<file path="src/design/pmst_pkg.sv">
// Shared types, sizes and codes of the minimum spanning tree engine.
package pmst_pkg;

   // Graph and cost sizes
   localparam int MAX_NODES     = 64;
   localparam int NODE_BITS     = 6;
   localparam int CNT_BITS      = 7;
   localparam int COST_BITS     = 16;
   localparam int SUM_BITS      = 32;
   localparam int MAT_ADDR_BITS = 2 * NODE_BITS;

   // Configuration register file
   localparam int CSR_ADDR_BITS = 3;
   localparam int CSR_DATA_BITS = 32;
   localparam logic REG_NODE_COUNT = 1'b0;
   localparam logic [CNT_BITS-1:0] NODE_COUNT_RESET = 7'd64;

   // Input word kinds
   localparam logic KIND_LOAD = 1'b0;
   localparam logic KIND_RUN  = 1'b1;

   // Port widths
   localparam int REQ_DATA_BITS = 32;
   localparam int RSP_DATA_BITS = 48;

   // One cost matrix entry: presence flag and signed cost
   typedef struct packed {
      logic                 present;
      logic [COST_BITS-1:0] cost;
   } mat_entry_type;

   // Access to the cost matrix memory
   typedef struct packed {
      logic                     wr_en;
      logic [MAT_ADDR_BITS-1:0] wr_addr;
      mat_entry_type            wr_data;
      logic [MAT_ADDR_BITS-1:0] rd_addr;
   } mat_req_type;

   // Sequencer states
   typedef enum logic [3:0] {
      ST_CLEAR,
      ST_IDLE,
      ST_LOAD_RD,
      ST_LOAD_CMP,
      ST_LOAD_WR,
      ST_RELAX,
      ST_SCAN,
      ST_PICK,
      ST_EMIT_RD,
      ST_EMIT_SUM,
      ST_EMIT_WAIT
   } state_type;

endpackage

</file>
<file path="src/design/pmst_csr.sv">
// Configuration register block holding the node count.
module pmst_csr (
   input  logic                                 clock,
   input  logic                                 reset,
   input  logic                                 csr_psel,
   input  logic                                 csr_penable,
   input  logic                                 csr_pwrite,
   input  logic [pmst_pkg::CSR_ADDR_BITS-1:0]   csr_paddr,
   input  logic [pmst_pkg::CSR_DATA_BITS-1:0]   csr_pwdata,
   output logic [pmst_pkg::CSR_DATA_BITS-1:0]   csr_prdata,
   output logic                                 csr_pready,
   output logic [pmst_pkg::CNT_BITS-1:0]        node_count
);

   logic [pmst_pkg::CNT_BITS-1:0] node_count_ff;
   logic [pmst_pkg::CNT_BITS-1:0] node_count_in;
   logic                          reg_hit;

   assign reg_hit = (csr_paddr[2] == pmst_pkg::REG_NODE_COUNT);

   // Take a write in the access phase
   always_comb begin
      node_count_in = node_count_ff;
      if (csr_psel && csr_penable && csr_pwrite && reg_hit) begin
         node_count_in = csr_pwdata[pmst_pkg::CNT_BITS-1:0];
      end
   end

   always_ff @(posedge clock) begin
      if (reset) begin
         node_count_ff <= pmst_pkg::NODE_COUNT_RESET;
      end else begin
         node_count_ff <= node_count_in;
      end
   end

   // Return the register on a read, zero elsewhere
   always_comb begin
      csr_prdata = '0;
      if (reg_hit) begin
         csr_prdata = {{(pmst_pkg::CSR_DATA_BITS-pmst_pkg::CNT_BITS){1'b0}}, node_count_ff};
      end
   end

   assign csr_pready = 1'b1;
   assign node_count = node_count_ff;

endmodule

</file>
<file path="config.mk">
export PLATFORM = sky130hd
export DESIGN_NAME = pmst_csr
export DESIGN_NICKNAME = d
export VERILOG_FILES = /design/src/design/pmst_pkg.sv /design/src/design/pmst_csr.sv
export SDC_FILE = /design/constraint.sdc
export NUM_CORES = 1
export LEC_CHECK = 0
export ABC_AREA = 1
export BUFFER_PORTS_ARGS = -buffer_cell sky130_fd_sc_hd__buf_4
export CAP_MARGIN = 20
export CORE_MARGIN = 8
export CORE_UTILIZATION = 31
export DETAILED_ROUTE_END_ITERATION = 12
export MAX_ROUTING_LAYER = met4
export PLACE_DENSITY = 0.8
export SYNTH_ARGS = -nofsm -noshare
export SYNTH_HDL_FRONTEND = slang
export SYNTH_SLANG_ARGS = --single-unit
</file>
<file path="constraint.sdc">
create_clock -name clock -period 0.8 [get_ports clock]
set_input_delay 0 -clock clock [delete_from_list [all_inputs] [get_ports clock]]
set_output_delay 0 -clock clock [all_outputs]
set_load 0.05 [all_outputs]
</file>
Yosys cells after proc, flatten, opt, wreduce, memory -nomap -nowiden
Cells that the tools add are included.
{"block": "totals", "ff_bits": 7, "word_cells": 6, "out_inout_bits": 40}
{"block": "op_classes", "n_bitwise": 1, "n_reduce_logical": 3, "n_mux": 1}
{"operator": "2-to-1 mux 7 bit", "n": 1}
{"operator": "logical AND 1 bit", "n": 3}
{"operator": "NOT 1 bit", "n": 1}

Logic depth before layout (Yosys ltp)
{"block": "logic_depth", "depth_word": 3, "mapped_depth": 6, "mapped_depth_nobuf": 5}

Worst setup path before layout
Ideal clock, no wire load.
{"block": "synth_timing", "kind": "register -> output", "from": "register node_count_ff, in the netlist node_count[0]", "to": "output csr_prdata[0] (netlist name)", "arrival_ns": 1.364, "required_ns": 0.800, "path_slack_ns": -0.564, "stages_incl_launch_ff": 3, "cell_sequence": "dfxtp_1 > inv_1 > nor2_1"}
{"block": "synth_between", "elab_chain_len": 1}
{"element": "start, declared", "line_no": "pmst_csr.sv:15", "text": "logic [pmst_pkg::CNT_BITS-1:0] node_count_ff;"}
{"element": "start signal, assigned", "line_no": "pmst_csr.sv:31", "text": "node_count_ff <= pmst_pkg::NODE_COUNT_RESET;"}
{"element": "start signal, assigned", "line_no": "pmst_csr.sv:33", "text": "node_count_ff <= node_count_in;"}
{"element": "2-to-1 mux 7 bit", "line_no": "pmst_csr.sv:40", "text": "if (reg_hit) begin"}
{"element": "end, declared", "line_no": "pmst_csr.sv:10", "text": "output logic [pmst_pkg::CSR_DATA_BITS-1:0] csr_prdata,"}
Every way passes these cells.

Worst setup path after layout
{"block": "layout_timing", "from": "register node_count_ff, in the netlist node_count[5]", "to": "output csr_prdata[5] (netlist name)"}
Same word-level chain as after synthesis.

==> flow_summary_export.csv <==
group,metric,value,unit
status,status,"finished with violations",
status,violations,"setup timing",
synthesis,synth_area_per_cell,6.65,sq um
power_and_ir_drop,p_per_area,1370,mW/mm^2
synthesis,synth_seq_cells,7,
finish,nets,161,
global_route,grt_max_degree,8,
placement,portBuffers,26,
die,io_pins,80,
sta,rsz0062_at_grt,"yes",
global_route,grt_pass1_vias,564,
placement,placed_cell_area,805,sq um
worst_setup_path,critPathArrivalTime,0.89,ns
sta,slew_violations,0,
power_and_ir_drop,switching_share,47.0,%
min_path,whs_endpoint,"node_count[6]",
synthesis,seq_area_frac_synth,23.1,%
synthesis,syn_inst,91,
finish,final_cell_area,907,sq um
min_path,holdCritStartpoint,"reset",
power_and_ir_drop,power.switching,583,uW
detailed_routing,wirelength,1.59,mm
synthesis,synth_commonest_cells,"26 x buf_4, 19 x nor2_1, 15 x inv_1",
power_and_ir_drop,p_int,658,uW
worst_setup_path,rrSetupSlack,0.19,ns
clock_tree,root_buffer,"clkbuf_4",
die,dieHeight,60.2,um
worst_setup_path,path_cells,"inv_4 -> nor2_4 -> buf_8",
detailed_routing,ant_nets,0,
worst_setup_path,cp_max_fo,3,
global_route,grt_pass1_wl,2.37,mm
detailed_routing,vias,538,
synthesis,async_reset_ff_share,0,%
worst_setup_path,critical_path.top_delay_family,"flip-flops",
finish,num-fill-cells,178,
sta,fmax,1130,MHz
clock_tree,clockBufferDepth,2,
worst_setup_path,slowest_stage,"dfxtp_4",
sta,finClkSkew,0,ns
detailed_routing,post_drt_wl_per_cell,10.8,um
sta,final.min_clock_period,0.886,ns
clock_tree,clk_latency,0.24,ns
die,die_w,60.2,um
power_and_ir_drop,irDropWorstVdd,0.456,mV
worst_setup_path,cp_num_buf_inv,2,
finish,largest_register_ffs,7,
global_route,globalRouteOverflowTotal,0,
power_and_ir_drop,combPwrFrac,45.9,%
finish,drive_gt1_share,47.5,%
power_and_ir_drop,leakage,0.474,nW
clock_tree,clkTransAtPathRegs,0.05,ns
worst_setup_path,rr_startpoint,"node_count[6]",
sta,period_share,111,%
power_and_ir_drop,power_frac_seq,29.0,%
worst_setup_path,cp-start-kind,"register",
die,initial_core_util,31.8,%
clock_tree,htreeDepth,1,
synthesis,yosysTopAreaCell,"buf_4",
synthesis,synth.distinct_cells,15,
synthesis,synth_top_cell_area_share,32.2,%
placement,gp_congestion,0.713,
worst_setup_path,critPathCaptureType,"output pin",
sta,layout_setup_ws,-0.0861,ns
synthesis,synth_edf_count,0,
worst_setup_path,critical_path_class,"register to output pin",
detailed_routing,drc,0,
clock_tree,tritoncts,"done",
detailed_routing,drt_iter0_markers,2,
finish,antenna_cells,0,
power_and_ir_drop,p_clk_share,25.1,%
min_path,min_path_type,"input pin to register",
sta,setup_viol_count_final,8,
worst_setup_path,worstReg2RegEnd,"node_count[6]",
global_route,grt_usage,8.73,%
worst_setup_path,reg2reg_depth,2,
flow_run,max_cap_viol_count,0,
worst_setup_path,required,0.80,ns
synthesis,yosysMostFrequentCell,"buf_4",
synthesis,yosysWarnings,0,
synthesis,synth_ff_type,"dfxtp_1",
global_route,antenna_found_initial,0,
synthesis,syn-cell-area,606,sq um
sta,final_hold_viol_count,0,
placement,dpl.hpwl,1.31,mm
die,rows,16,
die,die_area,0.00362,sq mm
clock_tree,cts_buffers,3,
min_path,min_path_cells,3,
worst_setup_path,cp_slowest_stage_delay,0.36,ns
die,core-area,0.00190,sq mm
finish,area_delta_synth_final,49.8,%
clock_tree,clock-sinks,7,
detailed_routing,viasPerCell,3.66,
detailed_routing,dr.pass1.iters,2,
sta,holdWs,0.0624,ns
synthesis,synthTopCellsByArea,"buf_4 32%, dfxtp_1 23%, nor2_1 12%, inv_1 9.3%, nand3_1 5.8%",
==> placed cells by master, fill, tap and decap left out <==
master	netlist	layout
nand3_1	7	7
inv_1	15	8
clkinv_2	1	1
buf_6	1	5
dlygate4sd3_1	0	1
nand2_1	7	7
nor2_1	19	12
nor2_8	1	1
inv_4	0	1
buf_4	26	16
clkbuf_4	0	3
buf_8	0	6
dfxtp_4	0	7
o21ai_1	1	1
nand2_2	1	1
nor2_4	1	8
conb_1	2	26
clkbuf_1	0	1
nand2_4	1	1
inv_2	1	7
==> worst register-to-register path: stages (launching register included) <==
cell and delay [ns]:
dfxtp_4 0.34, o21ai_1 0.07, nand3_1 0.08
==> power groups by stage <==
| stage | clock [mW] | sequential (mW) | combinational, mW |
|---|---|---|---|
| floorplan | 0 | 0.408 | 0.501 |
| global placement | 0 | 0.365 | 0.534 |
| detailed placement | 0 | 0.365 | 0.540 |
| CTS | 0.328 | 0.358 | 0.560 |
| global route | 0.354 | 0.361 | 0.594 |
| finish | 0.312 | 0.360 | 0.569 |
==> per-stage QoR <==
step | cells | setup TNS [ns] | total power [mW] | setup WS (ns) | utilization, %
after global routing | 147 | -0.863 | 1.31 | -0.122 | 47.7
after floorplan | 115 | 0 | 0.909 | 0.0289 | -
after CTS | 147 | -0.539 | 1.25 | -0.0835 | 46.8
final | 147 | -0.532 | 1.24 | -0.0861 | 47.7
after global placement | 142 | 0 | 0.899 | 0.133 | 42.3
after detailed placement | 142 | 0 | 0.905 | 0.121 | 42.3
==> layer usage <==
metal	part of all wire, %	track usage [%]
met1	34	7.84
met2	57	16.5
met3	9.3	3.01
met4	0	3.06
met5	0	-
==> logic make-up after synthesis <==
group / synth area share [%]
flip-flops: 23.1
AND/OR/NAND/NOR: 30.0
buffers and inverters: 44.8
other: 1.24
AO/OA/AOI/OAI: 0.826
==> cell type report <==
class | instances | area (sq um) | share of cell area, %
clock buffer | 4 | 26.3 | 2.90
inverter | 17 | 67.6 | 7.45
multi-input combinational | 64 | 337 | 37.1
sequential | 7 | 166 | 18.3
tap | 27 | 33.8 | 3.72
timing repair buffer | 28 | 277 | 30.5
==> what timing repair did <==
action                     4_1_cts  5_1_grt
hold buffers                     1        0
setup endpoints to repair        7       14
buffers inserted                 0        0
hold endpoints to repair         1        0
pin swaps                        7        1
gates resized for setup         13        5
==> worst max-delay path by stage <==
stage | start | to | cells after the start
final | node_count[5] | csr_prdata[5] | 3
after global routing | node_count[5] | csr_prdata[5] | 3
after CTS | node_count[3] | csr_prdata[3] | 3
after detailed placement | csr_paddr[2] | node_count[6] | 6
after global placement | csr_paddr[2] | node_count[0] | 6
after floorplan | node_count[0] | csr_prdata[0] | 2
Note: power is estimated with default switching activity, not from simulation.
